$ cat src/sv/mbi_pkg.sv
// Shared types and constants for the MurmurHash2 bucket index block.
// No dependencies; every other file of the block imports this package.
package mbi_pkg;

    // Multiplier and shift amounts of 32-bit MurmurHash2.
    localparam logic [31:0] MIX_MULT    = 32'h5bd1_e995;
    localparam int          WORD_SHIFT  = 24;
    localparam int          FIN_SHIFT_A = 13;
    localparam int          FIN_SHIFT_B = 15;

    // Register reset values.
    localparam logic [31:0] TABLE_SIZE_RESET = 32'd255;
    localparam logic [31:0] SEED_RESET       = 32'd0;

    // Configuration register indexes.
    localparam logic CFG_SEED       = 1'b0;
    localparam logic CFG_TABLE_SIZE = 1'b1;

    // Depth of the queue between the front and the back part.
    localparam int QUEUE_DEPTH = 2;
    localparam int QUEUE_PTR_W = $clog2(QUEUE_DEPTH);
    localparam int QUEUE_CNT_W = $clog2(QUEUE_DEPTH + 1);

    // Width of the divider step counter.
    localparam int DIV_CNT_W = 5;

    // How an item changes the accumulator.
    typedef enum logic [1:0] {
        OP_NONE,
        OP_WORD,
        OP_TAIL
    } mix_op_t;

    // One classified item as it waits in the queue.
    typedef struct packed {
        mix_op_t     op;
        logic [31:0] word;
        logic [31:0] init;
        logic        first;
        logic        last;
    } item_t;

    // Sequencer states of the back part.
    typedef enum logic [2:0] {
        ST_IDLE,
        ST_WORD1,
        ST_WORD2,
        ST_WORD3,
        ST_TAIL,
        ST_FIN,
        ST_DSTART,
        ST_DIV
    } back_state_t;

    // Handshake between the back part and the divider.
    typedef struct packed {
        logic        start;
        logic [31:0] dividend;
        logic [31:0] divisor;
    } div_req_t;

endpackage

$ cat src/sv/mbi_front.sv
// Front part: accepts key beats and classifies them into queue entries.
// Depends on mbi_pkg.
module mbi_front (
    input  logic                 key_valid,
    output logic                 key_stall,
    input  logic [31:0]          key_word,
    input  logic [2:0]           byte_count,
    input  logic [31:0]          key_length,
    input  logic                 first_item,
    input  logic                 last_item,
    input  logic [31:0]          seed_value,
    input  logic                 queue_full,
    output logic                 push,
    output mbi_pkg::item_t       push_item
);
    import mbi_pkg::*;

    logic [31:0] tail_mask;
    mix_op_t     op;

    // Decode the byte count into an operation and a mask for the tail bytes.
    always_comb
    begin
        case (byte_count)
            3'd0:
            begin
                op        = OP_NONE;
                tail_mask = 32'h0000_0000;
            end
            3'd1:
            begin
                op        = OP_TAIL;
                tail_mask = 32'h0000_00ff;
            end
            3'd2:
            begin
                op        = OP_TAIL;
                tail_mask = 32'h0000_ffff;
            end
            3'd3:
            begin
                op        = OP_TAIL;
                tail_mask = 32'h00ff_ffff;
            end
            default:
            begin
                op        = OP_WORD;
                tail_mask = 32'hffff_ffff;
            end
        endcase
    end

    // Build the queue entry; the start value is worked out here once.
    always_comb
    begin
        push_item.op    = op;
        push_item.word  = key_word & tail_mask;
        push_item.init  = seed_value ^ key_length;
        push_item.first = first_item;
        push_item.last  = last_item;
    end

    assign key_stall = queue_full;
    assign push      = key_valid & ~queue_full;

endmodule

$ cat src/sv/mbi_queue.sv
// Short queue of classified items between the front and the back part.
// Depends on mbi_pkg.
module mbi_queue (
    input  logic                 clk,
    input  logic                 rst_n,
    input  logic                 push,
    input  mbi_pkg::item_t       push_item,
    output logic                 full,
    input  logic                 pop,
    output mbi_pkg::item_t       pop_item,
    output logic                 empty
);
    import mbi_pkg::*;

    item_t                  entry_reg [QUEUE_DEPTH];
    logic [QUEUE_PTR_W-1:0] wr_ptr_reg;
    logic [QUEUE_PTR_W-1:0] wr_ptr_next;
    logic [QUEUE_PTR_W-1:0] rd_ptr_reg;
    logic [QUEUE_PTR_W-1:0] rd_ptr_next;
    logic [QUEUE_CNT_W-1:0] count_reg;
    logic [QUEUE_CNT_W-1:0] count_next;

    assign full     = (count_reg == QUEUE_CNT_W'(QUEUE_DEPTH));
    assign empty    = (count_reg == '0);
    assign pop_item = entry_reg[rd_ptr_reg];

    // Pointer and fill count updates.
    always_comb
    begin
        wr_ptr_next = wr_ptr_reg;
        rd_ptr_next = rd_ptr_reg;
        count_next  = count_reg;
        if (push)
        begin
            wr_ptr_next = (wr_ptr_reg == QUEUE_PTR_W'(QUEUE_DEPTH - 1)) ? '0 : wr_ptr_reg + 1'b1;
        end
        if (pop)
        begin
            rd_ptr_next = (rd_ptr_reg == QUEUE_PTR_W'(QUEUE_DEPTH - 1)) ? '0 : rd_ptr_reg + 1'b1;
        end
        if (push && !pop)
        begin
            count_next = count_reg + 1'b1;
        end
        else if (pop && !push)
        begin
            count_next = count_reg - 1'b1;
        end
    end

    always_ff @(posedge clk or negedge rst_n)
    begin
        if (!rst_n)
        begin
            wr_ptr_reg <= '0;
            rd_ptr_reg <= '0;
            count_reg  <= '0;
        end
        else
        begin
            wr_ptr_reg <= wr_ptr_next;
            rd_ptr_reg <= rd_ptr_next;
            count_reg  <= count_next;
        end
    end

    // Entry storage needs no reset.
    always_ff @(posedge clk)
    begin
        if (push)
        begin
            entry_reg[wr_ptr_reg] <= push_item;
        end
    end

endmodule

$ cat src/sv/mbi_divider.sv
// Iterative restoring divider that returns the remainder, one bit a cycle.
// Depends on mbi_pkg.
module mbi_divider (
    input  logic                 clk,
    input  logic                 rst_n,
    input  mbi_pkg::div_req_t    req,
    output logic                 done,
    output logic [31:0]          remainder
);
    import mbi_pkg::*;

    logic                 busy_reg;
    logic                 busy_next;
    logic                 done_reg;
    logic                 done_next;
    logic [DIV_CNT_W-1:0] cnt_reg;
    logic [DIV_CNT_W-1:0] cnt_next;
    logic [31:0]          rem_reg;
    logic [31:0]          rem_next;
    logic [31:0]          dq_reg;
    logic [31:0]          dq_next;
    logic [31:0]          divisor_reg;
    logic [31:0]          divisor_next;
    logic                 zero_reg;
    logic                 zero_next;
    logic [32:0]          trial;
    logic [32:0]          diff;

    // One restoring step: shift in the next dividend bit and subtract if it fits.
    assign trial = {rem_reg, dq_reg[31]};
    assign diff  = trial - {1'b0, divisor_reg};

    always_comb
    begin
        busy_next    = busy_reg;
        done_next    = 1'b0;
        cnt_next     = cnt_reg;
        rem_next     = rem_reg;
        dq_next      = dq_reg;
        divisor_next = divisor_reg;
        zero_next    = zero_reg;
        if (req.start)
        begin
            busy_next    = 1'b1;
            cnt_next     = '0;
            rem_next     = '0;
            dq_next      = req.dividend;
            divisor_next = req.divisor;
            zero_next    = (req.divisor == '0);
        end
        else if (busy_reg)
        begin
            rem_next = diff[32] ? trial[31:0] : diff[31:0];
            dq_next  = {dq_reg[30:0], 1'b0};
            cnt_next = cnt_reg + 1'b1;
            if (cnt_reg == '1)
            begin
                busy_next = 1'b0;
                done_next = 1'b1;
            end
        end
    end

    always_ff @(posedge clk or negedge rst_n)
    begin
        if (!rst_n)
        begin
            busy_reg <= 1'b0;
            done_reg <= 1'b0;
            cnt_reg  <= '0;
        end
        else
        begin
            busy_reg <= busy_next;
            done_reg <= done_next;
            cnt_reg  <= cnt_next;
        end
    end

    always_ff @(posedge clk)
    begin
        rem_reg     <= rem_next;
        dq_reg      <= dq_next;
        divisor_reg <= divisor_next;
        zero_reg    <= zero_next;
    end

    // A table size of zero gives bucket zero.
    assign done      = done_reg;
    assign remainder = zero_reg ? 32'd0 : rem_reg;

endmodule

$ cat src/sv/mbi_back.sv
// Back part: mixes queued items into the accumulator with one shared
// multiplier, finalises the hash and drives the result beat. Depends on mbi_pkg.
module mbi_back (
    input  logic                 clk,
    input  logic                 rst_n,
    input  logic                 queue_empty,
    input  mbi_pkg::item_t       pop_item,
    output logic                 pop,
    input  logic [31:0]          table_size,
    output mbi_pkg::div_req_t    div_req,
    input  logic                 div_done,
    input  logic [31:0]          div_remainder,
    output logic                 bucket_valid,
    input  logic                 bucket_stall,
    output logic [31:0]          bucket_idx
);
    import mbi_pkg::*;

    back_state_t state_reg;
    back_state_t state_next;
    logic [31:0] acc_reg;
    logic [31:0] acc_next;
    logic [31:0] w_reg;
    logic [31:0] w_next;
    logic        last_reg;
    logic        last_next;
    logic        out_valid_reg;
    logic        out_valid_next;
    logic [31:0] out_reg;
    logic [31:0] out_next;
    logic [31:0] mult_a;
    logic [31:0] prod;
    logic [31:0] acc_start;

    // The single multiplier; its operand is chosen by the sequencer state.
    assign prod = mult_a * MIX_MULT;

    assign acc_start = pop_item.first ? pop_item.init : acc_reg;

    always_comb
    begin
        state_next     = state_reg;
        acc_next       = acc_reg;
        w_next         = w_reg;
        last_next      = last_reg;
        out_valid_next = out_valid_reg;
        out_next       = out_reg;
        mult_a         = acc_reg;
        pop            = 1'b0;
        div_req.start    = 1'b0;
        div_req.dividend = w_reg ^ (w_reg >> FIN_SHIFT_B);
        div_req.divisor  = table_size;

        // The result beat leaves when the receiver is not stalling.
        if (out_valid_reg && !bucket_stall)
        begin
            out_valid_next = 1'b0;
        end

        case (state_reg)
            ST_IDLE:
            begin
                if (!queue_empty)
                begin
                    pop       = 1'b1;
                    acc_next  = acc_start;
                    w_next    = pop_item.word;
                    last_next = pop_item.last;
                    case (pop_item.op)
                        OP_WORD: state_next = ST_WORD1;
                        OP_TAIL: state_next = ST_TAIL;
                        default: state_next = pop_item.last ? ST_FIN : ST_IDLE;
                    endcase
                end
            end
            ST_WORD1:
            begin
                mult_a     = w_reg;
                w_next     = prod;
                state_next = ST_WORD2;
            end
            ST_WORD2:
            begin
                mult_a     = w_reg ^ (w_reg >> WORD_SHIFT);
                w_next     = prod;
                state_next = ST_WORD3;
            end
            ST_WORD3:
            begin
                mult_a     = acc_reg;
                acc_next   = prod ^ w_reg;
                state_next = last_reg ? ST_FIN : ST_IDLE;
            end
            ST_TAIL:
            begin
                mult_a     = acc_reg ^ w_reg;
                acc_next   = prod;
                state_next = last_reg ? ST_FIN : ST_IDLE;
            end
            ST_FIN:
            begin
                // The finalised hash is built in w_reg; the accumulator keeps its value.
                mult_a     = acc_reg ^ (acc_reg >> FIN_SHIFT_A);
                w_next     = prod;
                state_next = ST_DSTART;
            end
            ST_DSTART:
            begin
                // Start the divider only once the output register is free or emptying.
                if (!out_valid_reg || !bucket_stall)
                begin
                    div_req.start = 1'b1;
                    state_next    = ST_DIV;
                end
            end
            ST_DIV:
            begin
                if (div_done)
                begin
                    out_valid_next = 1'b1;
                    out_next       = div_remainder;
                    state_next     = ST_IDLE;
                end
            end
            default:
            begin
                state_next = ST_IDLE;
            end
        endcase
    end

    always_ff @(posedge clk or negedge rst_n)
    begin
        if (!rst_n)
        begin
            state_reg     <= ST_IDLE;
            acc_reg       <= '0;
            out_valid_reg <= 1'b0;
        end
        else
        begin
            state_reg     <= state_next;
            acc_reg       <= acc_next;
            out_valid_reg <= out_valid_next;
        end
    end

    always_ff @(posedge clk)
    begin
        w_reg    <= w_next;
        last_reg <= last_next;
        out_reg  <= out_next;
    end

    assign bucket_valid = out_valid_reg;
    assign bucket_idx   = out_reg;

endmodule

$ cat src/sv/murmur2_bucket_index_core.sv
// Top level of the MurmurHash2 bucket index block: configuration registers,
// front part, queue, back part and divider. Depends on mbi_pkg and its submodules.
//
// Hashes a key with 32-bit MurmurHash2 and returns the hash modulo table_size.
// Key beats carry up to four little-endian bytes; the first beat loads the
// accumulator with the seed XOR key_length, and the last beat produces one
// bucket_idx beat. Beats are classified and queued (two entries) so the key
// side keeps moving while the back part works. The back part uses one 32-bit
// multiplier: its idle state takes a beat from the queue, then it runs three
// states for a full word, one for a tail of one to three bytes, none for an empty
// beat. A last beat adds a finalising state, a divider start state and the 32
// steps of the bit-serial divider, whose remainder is handed over registered.
// The result is held in an output register until taken while the back part goes
// on with the next key; only the next divider start waits for that register.
// Write the seed and table_size only while no key is in flight; a table size of
// zero gives bucket zero.
module murmur2_bucket_index_core (
    input  logic        clk,
    input  logic        rst_n,
    input  logic        key_valid,
    output logic        key_stall,
    input  logic [31:0] key_word,
    input  logic [2:0]  byte_count,
    input  logic [31:0] key_length,
    input  logic        first_item,
    input  logic        last_item,
    output logic        bucket_valid,
    input  logic        bucket_stall,
    output logic [31:0] bucket_idx,
    input  logic        cfg_we,
    input  logic        cfg_index,
    input  logic [31:0] cfg_data
);
    import mbi_pkg::*;

    logic [31:0] seed_reg;
    logic [31:0] table_size_reg;
    logic        queue_full;
    logic        queue_empty;
    logic        push;
    logic        pop;
    item_t       push_item;
    item_t       pop_item;
    div_req_t    div_req;
    logic        div_done;
    logic [31:0] div_remainder;

    // Configuration registers.
    always_ff @(posedge clk or negedge rst_n)
    begin
        if (!rst_n)
        begin
            seed_reg       <= SEED_RESET;
            table_size_reg <= TABLE_SIZE_RESET;
        end
        else if (cfg_we)
        begin
            case (cfg_index)
                CFG_SEED:       seed_reg       <= cfg_data;
                CFG_TABLE_SIZE: table_size_reg <= cfg_data;
                default:        seed_reg       <= seed_reg;
            endcase
        end
    end

    mbi_front u_front (
        .key_valid  (key_valid),
        .key_stall  (key_stall),
        .key_word   (key_word),
        .byte_count (byte_count),
        .key_length (key_length),
        .first_item (first_item),
        .last_item  (last_item),
        .seed_value (seed_reg),
        .queue_full (queue_full),
        .push       (push),
        .push_item  (push_item)
    );

    mbi_queue u_queue (
        .clk       (clk),
        .rst_n     (rst_n),
        .push      (push),
        .push_item (push_item),
        .full      (queue_full),
        .pop       (pop),
        .pop_item  (pop_item),
        .empty     (queue_empty)
    );

    mbi_back u_back (
        .clk           (clk),
        .rst_n         (rst_n),
        .queue_empty   (queue_empty),
        .pop_item      (pop_item),
        .pop           (pop),
        .table_size    (table_size_reg),
        .div_req       (div_req),
        .div_done      (div_done),
        .div_remainder (div_remainder),
        .bucket_valid  (bucket_valid),
        .bucket_stall  (bucket_stall),
        .bucket_idx    (bucket_idx)
    );

    mbi_divider u_divider (
        .clk       (clk),
        .rst_n     (rst_n),
        .req       (div_req),
        .done      (div_done),
        .remainder (div_remainder)
    );

endmodule

$ cat config.mk
export PLATFORM = sky130hd
export DESIGN_NAME = murmur2_bucket_index_core
export DESIGN_NICKNAME = d
export VERILOG_FILES = /design/src/sv/mbi_pkg.sv /design/src/sv/mbi_front.sv /design/src/sv/mbi_queue.sv /design/src/sv/mbi_divider.sv /design/src/sv/mbi_back.sv /design/src/sv/murmur2_bucket_index_core.sv
export SDC_FILE = /design/constraint.sdc
export NUM_CORES = 1
export LEC_CHECK = 0
export BUFFER_PORTS_ARGS = -buffer_cell sky130_fd_sc_hd__buf_4
export CORE_MARGIN = 10
export CORE_UTILIZATION = 57
export DETAILED_ROUTE_END_ITERATION = 8
export PLACE_DENSITY_LB_ADDON = 0.3
export SETUP_SLACK_MARGIN = 0.3
export SLEW_MARGIN = 20
export SYNTH_ARGS = -nofsm -noshare
export SYNTH_HDL_FRONTEND = slang
export SYNTH_HIERARCHICAL = 1
export SYNTH_SLANG_ARGS = --single-unit
$ cat constraint.sdc
create_clock -name clk -period 8.6 [get_ports clk]
set_input_delay 2.58 -clock clk [delete_from_list [all_inputs] [get_ports clk]]
set_output_delay 2.58 -clock clk [all_outputs]
set_load 0.005 [all_outputs]
## Word level (Yosys, flattened, before mapping)

Memories as Yosys holds them, arrays and structs flattened.
Index checks and enable logic that the tools add are counted.

| cells by class | value |
|---|---|
| bitwise logic cells | 11 |
| equality and inequality tests | 18 |
| reduce and logical (&&, ||, !) cells | 26 |
| multiply operators | 1 |
| add/subtract/negate cells | 6 |
| muxes and demuxes | 39 |

Operator list:

| operator | number |
|---|---|
| $pmux 32 s4 | 2 |
| $mux 32 | 6 |
| $pmux 32 s3 | 1 |
| $xor 32x32->32 | 3 |
| $pmux 32 s2 | 1 |
| $sub 33x32->33 | 1 |
| $and 32x32->32 | 1 |
| $logic_not 32->1 | 1 |
| $mul 32x31->32 const B | 1 |
| $xor 32x17->32 | 1 |
| $xor 32x19->32 | 1 |
| $xor 32x8->32 | 1 |
| $pmux 3 s7 | 1 |
| $mux 1 | 17 |
| $mux 3 | 5 |
| $eq 3x2->1 const B | 4 |
| $eq 3x3->1 const B | 4 |
| $mux 5 | 2 |
| $reduce_and 2->1 | 5 |
| $eq 3x1->1 const B | 2 |
| $logic_not 3->1 | 2 |
| $ne 2x1->1 const B | 3 |
| $pmux 3 s2 | 1 |
| $reduce_and 3->1 | 2 |
| 20 further kinds | 33 |

| word-level totals | value |
|---|---|
| register bits after elaboration | 273 |
| RAM bits | 136 |
| output and inout port bits | 34 |
| memories | 1 |

Memory list:

| name | words | bits a word | read ports | clocked after memory_dff | wr ports | RTL line | source |
|---|---|---|---|---|---|---|---|
| u_queue.entry_reg | 2 | 68 | 1 | 0 | 1 | mbi_queue.sv:15 | `item_t entry_reg [QUEUE_DEPTH];` |

## Longest topological paths before layout

Gate-level depths: netlist of the first run.

| depth | value |
|---|---|
| word-level depth | 7 |
| mapped depth | 35 |
| mapped depth without buffers | 33 |

## By module

The synthesis of the first run kept the hierarchy.

Modules (own cells, without submodules):

| module | instances | cells an instance | area each (um^2) |
|---|---|---|---|
| mbi_back | 1 | 1697 | 15635.0 |
| mbi_divider | 1 | 629 | 6262.3 |
| mbi_queue | 1 | 228 | 5136.2 |
| murmur2_bucket_index_core | 1 | 137 | 2436.1 |
| mbi_front | 1 | 75 | 591.8 |

## Worst setup path after synthesis of the first run

OpenSTA, ideal clock, no wires.

| timing path | value |
|---|---|
| path type | register to register |
| from | reg u_back.state_reg[2] |
| to | reg u_back.w_reg[30] (data pin) |
| stages on the path, launching flop included | 31 |
| buffers on the path | 5 |
| clock period less this slack | 8640 ps |
| arrival time | 8380 ps |
| path slack | -40 ps |
| cell sequence | dfrtp_1 buf_6 buf_2 buf_1 buf_1 buf_1 o211ai_1 a21oi_1 o21ai_0 fa_1 ha_1 inv_1 fa_1 fa_1 fa_1 inv_1 fa_1 fa_1 inv_1 fa_1 inv_1 ha_1 and2_1 and4_1 nand4_1 nor4_1 o32a_1 a21o_1 a21oi_1 xnor2_1 mux2_2 |

| on the way | value |
|---|---|
| longest elaborated chain between the ends | 4 |

RTL lines:

| what | RTL line | source |
|---|---|---|
| from (decl) | mbi_back.sv:19 | `back_state_t state_reg;` |
| from (signal assigned) | mbi_back.sv:142 | `state_reg <= state_next;` |
| $eq 3x3->1, or another cell as far along | mbi_back.sv:60 | `case (state_reg)` |
| $pmux 32 s4 | mbi_back.sv:60 |  |
| $mul 32x31->32 | mbi_back.sv:36 | `assign prod = mult_a * MIX_MULT;` |
| $pmux 32 s2 (*) | mbi_back.sv:60 |  |
| net u_back.w_next[30] | mbi_back.sv:24 | `logic [31:0] w_next;` |
| to (signal assigned) | mbi_back.sv:150 | `w_reg <= w_next;` |
| to (decl) | mbi_back.sv:23 | `logic [31:0] w_reg;` |

The timed path passes the listed nets; every way through them passes the cells marked *.
A chain may end at the register's enable or synchronous reset.

## Worst setup path in the final report of the first run

| timing path | value |
|---|---|
| from | reg u_back.state_reg[2] |
| to | reg u_back.acc_reg[18] |

| on the way | value |
|---|---|
| longest elaborated chain between the ends | 5 |

RTL lines:

| what | RTL line | source |
|---|---|---|
| $eq 3x3->1, or another cell as far along | mbi_back.sv:60 |  |
| $pmux 32 s4 | mbi_back.sv:60 |  |
| $mul 32x31->32 | mbi_back.sv:36 |  |
| $xor 32x32->32 | mbi_back.sv:91 | `acc_next = prod ^ w_reg;` |
| $pmux 32 s3 | mbi_back.sv:60 |  |
| to (signal assigned) | mbi_back.sv:143 | `acc_reg <= acc_next;` |
| to (decl) | mbi_back.sv:21 | `logic [31:0] acc_reg;` |

Parallel ways exist; a longest one is shown, timed or not.

==> impl_metrics.tcl, run 1 <==
set metrics [dict create \
    drive_gt1_share_pct 21.8 \
    yosysTopAreaCell "edfxtp_1" \
    synthTopCellsByArea "edfxtp_1 27%, fa_1 12%, ha_1 10%" \
    yosysWarningCount 6 \
    cts_tree "yes" \
    portBuffers 140 \
    cts_max_level 2 \
    ant_nets 0 \
    crit_arrival_ps 8560 \
    dieWidth_um 250 \
    setup.worst_path.end_class "flip-flop" \
    cp-startpoint "u_back/state_reg[2]" \
    setup_viol 0 \
    clockBufferDepth 3 \
    maxSlewViolCount 0 \
    status "finished clean" \
    cp.required_ps 9030 \
    vias 21703 \
    cts.sinks 409 \
    dp_hpwl_um 69000 \
    cts_root_buffer "clkbuf_16" \
    clkTransAtPathRegs_ps 60 \
    top_level_ports 141 \
    synth_top_flop_cell "edfxtp_1" \
    max_cap_violations 0 \
    syn-cell-area_um2 30100 \
    timing.rr.end "u_back/acc_reg[18]" \
    crit_top_cell "fa_1" \
    critical_path_class "flip-flop to flip-flop" \
    synthTopCellsByCount "417 x inv_1, 266 x edfxtp_1, 252 x ha_1" \
    hold_path.class "flip-flop to flip-flop" \
    yosysMostFrequentCell "inv_1" \
    diodes 0 \
    crit_fanout 9 \
    cts_buffers 43 \
    die_area_um2 62300 \
    r2r-start "u_back/state_reg[2]" \
    synth-edff-count 266 \
    grt_max_degree 70 \
    die_y_um 250 \
    worst_pin_slew_ps 973 \
    drt_iter0_markers 2017 \
    start_util_pct 57.4 \
    slew_headroom_pct 34.6 \
    ys_seq_area_share_pct 38.0 \
    clock_latency_ps 580 \
    largest_reg_flops 136 \
    yosys.cell_types.count 88 \
    rows 84 \
    clock_skew_ps 26.9 \
    place_congestion 1.01 \
    worstSetupStartpointType "flip-flop" \
    crit_path_max_incr_delay_ps 780 \
    ys_async_sr_fraction_pct 27.1 \
    wirelength_um 88300 \
    syn_to_final_growth_pct 12.9 \
    endpoint "u_back/acc_reg[18]" \
    yosys_register_bits 409 \
    fin_crit_sh_pct 94.5 \
    critPathSlowestCell "xnor2_1" \
    antenna_found_initial 1 \
    grt_pass1_vias 22062 \
    rsz0062_at_grt "true" \
    synth_top_area_share_pct 26.6 \
    netlist_instances 2766 \
    grt_pass1_wl_um 134000 \
    grt.overflow.total 0 \
    fillCellCount 4154 \
    drc 0 \
    fin_crit_ps 8130 \
    reg2reg_depth 30 \
    wl_per_cell_um 24.2 \
    synth.avg_cell_area_um2 10.9 \
    regToRegSetupSlack_ps 470 \
    synth_fp_nets 3304 \
    finalHoldViolations 0 \
    drt-vias-per-instance 5.95 \
    drt-pass1-iter-count 8 \
    core_area_um2 52300 \
    nNetsFinal 3462 \
    grt_usage_pct 27.8 \
    setup-tns-final_ps 0 \
    max_freq_mhz 123 \
]
-- per-layer routing --
metal	up-vias	GRT usage (%)	part of all wire (%)
met5	-	0	0.015
met4	2	7.76	2.9
met3	153	4.89	8.1
met2	930	43.4	45
met1	10832	39.2	44
li1	9786	-	-
-- metrics by stage --
step                cells  utilization, %  hold slack [ps]  cell area, um^2  setup WS [ps]
detailed placement   3531            60.9              459            31900           78.8
CTS                  3617            63.8              479            33400            304
global placement     3531            60.9              458            31900            125
global route         3646            64.8              496            33900            196
floorplan            2766               -              451            30100            360
finish               3646            64.8              481            33900            474
-- what timing repair did --
action                                  4_1_cts  5_1_grt
pin swaps                                     4       36
hold endpoints to repair                      0        0
hold buffers                                  0        0
endpoints found under the setup margin       14       24
buffers inserted                              6       26
resized for setup                            25       64
gates cloned                                  1        2
-- layout by cell type, fill, tap and decap left out, types with 49 or more instances in the layout --
master,n
a21oi_1,110
buf_4,260
dfrtp_1,99
edfxtp_1,266
fa_1,175
ha_1,241
inv_1,411
mux2_2,166
nand2_1,118
nor2_1,133
nor2b_1,49
o21ai_0,148
xnor2_1,59
xor2_1,72
-- how the worst min path moves through the flow --
stage                                startpoint                        end  depth (start not counted)
final                        table_size_reg[15]  u_divider/divisor_reg[15]                          0
after global routing         table_size_reg[15]  u_divider/divisor_reg[15]                          0
after CTS                    table_size_reg[14]  u_divider/divisor_reg[14]                          0
after detailed placement     table_size_reg[14]  u_divider/divisor_reg[14]                          0
after global placement       table_size_reg[16]  u_divider/divisor_reg[16]                          0
after floorplan           u_divider/rem_reg[26]      u_divider/rem_reg[26]                          2
-- layout make-up --
class	instances	area, um^2	share of cell area, %
Multi-Input combinational cell	1778	16500	48.7
Sequential cell	409	11400	33.7
Timing Repair Buffer	275	2200	6.49
Inverter	417	1570	4.64
Clock buffer	56	1170	3.46
Tap cell	688	861	2.54
Clock inverter	23	179	0.527
-- cell families after synthesis --
kind of cell / count (synthesis) / share of synthesized area [%]
AO/OA/AOI/OAI: 505 / 10.8
XOR/XNOR: 142 / 4.28
adder cells (fa/ha/maj): 431 / 22.4
buffers and inverters: 580 / 8.31
flip-flops: 409 / 38.0
multiplexers: 216 / 8.20
AND/OR/NAND/NOR: 483 / 7.99
-- worst max-delay path, delay by kind of cell (launching register included) --
family / cells / cell delay [ps]
fa+ha+maj: 9 / 3690
flops: 1 / 450
simple gates: 2 / 230
xor+xnor: 1 / 780
buf+inv: 10 / 1210
compound gates: 8 / 1600
Power of run 1 is not shown: default switching activity piles up to over one toggle a cycle in this logic, so the estimate is an artifact.
==> run 2, diff against run 1 <==
- ABC_AREA: unset -> 1
- clock period: 8.6 -> 6.95 ns (I/O delays scaled with it)
==> impl_metrics.tcl, run 2 <==
set metrics [dict create \
    status "complete, but fails checks" \
    violations "setup timing" \
    top_level_ports 141 \
    syn-cell-area_um2 31200 \
    drive_gt1_share_pct 25.6 \
    start_util_pct 57.8 \
    synth.avg_cell_area_um2 8.69 \
    crit_buf_inv 13 \
    cts_tree "yes" \
    portBuffers 140 \
    max_cap_violations 0 \
    reg2reg_depth 36 \
    cts.sinks 409 \
    cp.required_ps 7430 \
    multi_input_area_um2 17800 \
    syn_to_final_growth_pct 24.1 \
    ys_seq_area_share_pct 36.6 \
    yosys_register_bits 409 \
    core_area_um2 54000 \
    yosysMostFrequentCell "nand2_1" \
    finalHoldViolations 0 \
    synth-edff-count 266 \
    nNetsFinal 4582 \
    ctsHoldBuffers 0 \
    cts_max_level 2 \
    yosys.cell_types.count 63 \
    crit_top_cell "fa_1" \
    layout_commonest_cell "nand2_1" \
    synthTopCellsByCount "869 x nand2_1, 748 x inv_1, 266 x edfxtp_1" \
    setup.worst_path.end_class "flip-flop" \
    cts_buffers 44 \
    worst_pin_slew_ps 1030 \
    netlist_instances 3594 \
    fin_ws_ps -541 \
    synth_top_flop_cell "edfxtp_1" \
    drc 0 \
    drt-pass1-iter-count 6 \
    path_delay_family "adder cells" \
    place_congestion 0.995 \
    vias 26148 \
    cts_root_buffer "clkbuf_16" \
    critPathSlowestCell "fa_2" \
    grt_pass1_vias 25055 \
    die_y_um 254 \
    crit_path_max_incr_delay_ps 570 \
    grt_usage_pct 30.1 \
    synth_fp_nets 4132 \
    rows 85 \
    yosysTopAreaCell "edfxtp_1" \
    crit_cells 36 \
    maxSlewViolCount 0 \
    grt_pass1_wl_um 148000 \
    critical_path_class "flip-flop to flip-flop" \
    crit_fanout 5 \
    worstSetupStartpointType "flip-flop" \
    largest_reg_flops 136 \
    whs_ps 476 \
    fin_crit_ps 7490 \
    slew_headroom_pct 30.9 \
    grt.overflow.total 0 \
    max_freq_mhz 133 \
    clkTransAtPathRegs_ps 60 \
    grt_max_degree 76 \
    clock_latency_ps 600 \
    antenna_found_initial 0 \
    seqCellArea_um2 11400 \
    drt-vias-per-instance 5.47 \
    fin_crit_sh_pct 108 \
    final_cell_mix "841 x nand2_1, 684 x inv_1, 486 x buf_4" \
    fillCellCount 4029 \
    diodes 0 \
    clockBufferDepth 3 \
    dieWidth_um 254 \
    wl_per_cell_um 20.7 \
    ys_async_sr_fraction_pct 27.1 \
    crit_arrival_ps 7970 \
    rsz0062_at_grt "true" \
    setup_viol 30 \
    ant_nets 0 \
    clock_skew_ps 36.6 \
    hold_path.class "flip-flop to flip-flop" \
    synthTopCellsByArea "edfxtp_1 26%, fa_1 11%, nand2_1 10%" \
    hold_depth 2 \
    synth_top_area_share_pct 25.6 \
    die_area_um2 64500 \
    yosysWarningCount 6 \
    wirelength_um 99000 \
    drt_iter0_markers 2864 \
    dp_hpwl_um 76100 \
]
-- run 2: cell types whose count changed in the layout (fill, tap and decap cells not counted), sizes merged, moves of 45 or more --
cell   previous run  this run
nand3            21       202
mux2            185        68
inv             422       759
nand2           126       894
nor2b            60         0
nor2            140       185
buf             273       545
-- run 2: cell type report --
| class | count | share of cell area [%] |
|---|---|---|
| inverter | 758 | 7.42 |
| sequential | 409 | 29.5 |
| tap | 696 | 2.25 |
| clock buffer | 54 | 3.07 |
| multi-input combinational | 2286 | 45.8 |
| clock inverter | 28 | 0.668 |
| timing repair buffer | 545 | 11.3 |
-- run 2: metrics by stage --
stage	setup TNS, ps	utilization (%)	setup slack [ps]	cell area, um^2	std cells
finish	-9080	71.8	-541	38800	4776
CTS	-5640	70.1	-418	37900	4739
global route	-15920	71.8	-810	38800	4776
detailed placement	-17640	64.6	-781	34900	4597
global placement	-14090	64.6	-631	34900	4597
floorplan	-1350	-	-283	31600	3594
-- run 2: worst reg2reg max path: cells and delay by family, from the launching register on --
family,cells,cell delay (ps)
AOI/OAI and AO/OA,5,620
DFF,1,470
and+or+nand+nor,9,1080
adders and majority gates,9,4200
buffers and inverters,13,1050
-- run 2: cells by family after synthesis --
| kind of cell | Yosys count | synth area share [%] |
|---|---|---|
| DFF | 409 | 36.6 |
| xor gates and xnor gates | 117 | 3.28 |
| muxes | 68 | 2.57 |
| adders and majority gates | 431 | 21.6 |
| AOI/OAI and AO/OA | 310 | 5.68 |
| and+or+nand+nor | 1358 | 18.2 |
| buffers and inverters | 901 | 12.1 |
-- run 2: worst paths after layout --
| kind | endpoint | start | slack [ps] |
|---|---|---|---|
| worst min-delay path | u_divider/rem_reg[18] | u_divider/rem_reg[18] | 480 |
| worst min register to register | u_divider/rem_reg[18] | u_divider/rem_reg[18] | 480 |
| worst max-delay path | u_back/acc_reg[30] | u_back/state_reg[1] | -540 |
| max in group asynchronous | u_back/acc_reg[23] | rst_n | 4130 |
| min in group asynchronous | seed_reg[16] | rst_n | 1640 |
| worst max register to register | u_back/acc_reg[30] | u_back/state_reg[1] | -540 |
-- run 2: repair_timing --
action                                  in CTS  in global routing
gates resized for setup                    252                129
endpoints found under the setup margin      37                 40
cloned                                       2                  0
pin swaps                                   81                106
buffers inserted                            58                 36
-- run 2: layer usage --
layer / vias up / track usage (%) / wire (um)
met5: - / 0 / 0
met4: 0 / 7.29 / 2690
met3: 176 / 5.34 / 9340
met2: 1159 / 45.3 / 43900
met1: 12620 / 44.4 / 43100
li1: 12193 / - / -
Power of run 2 is left out for the same reason.
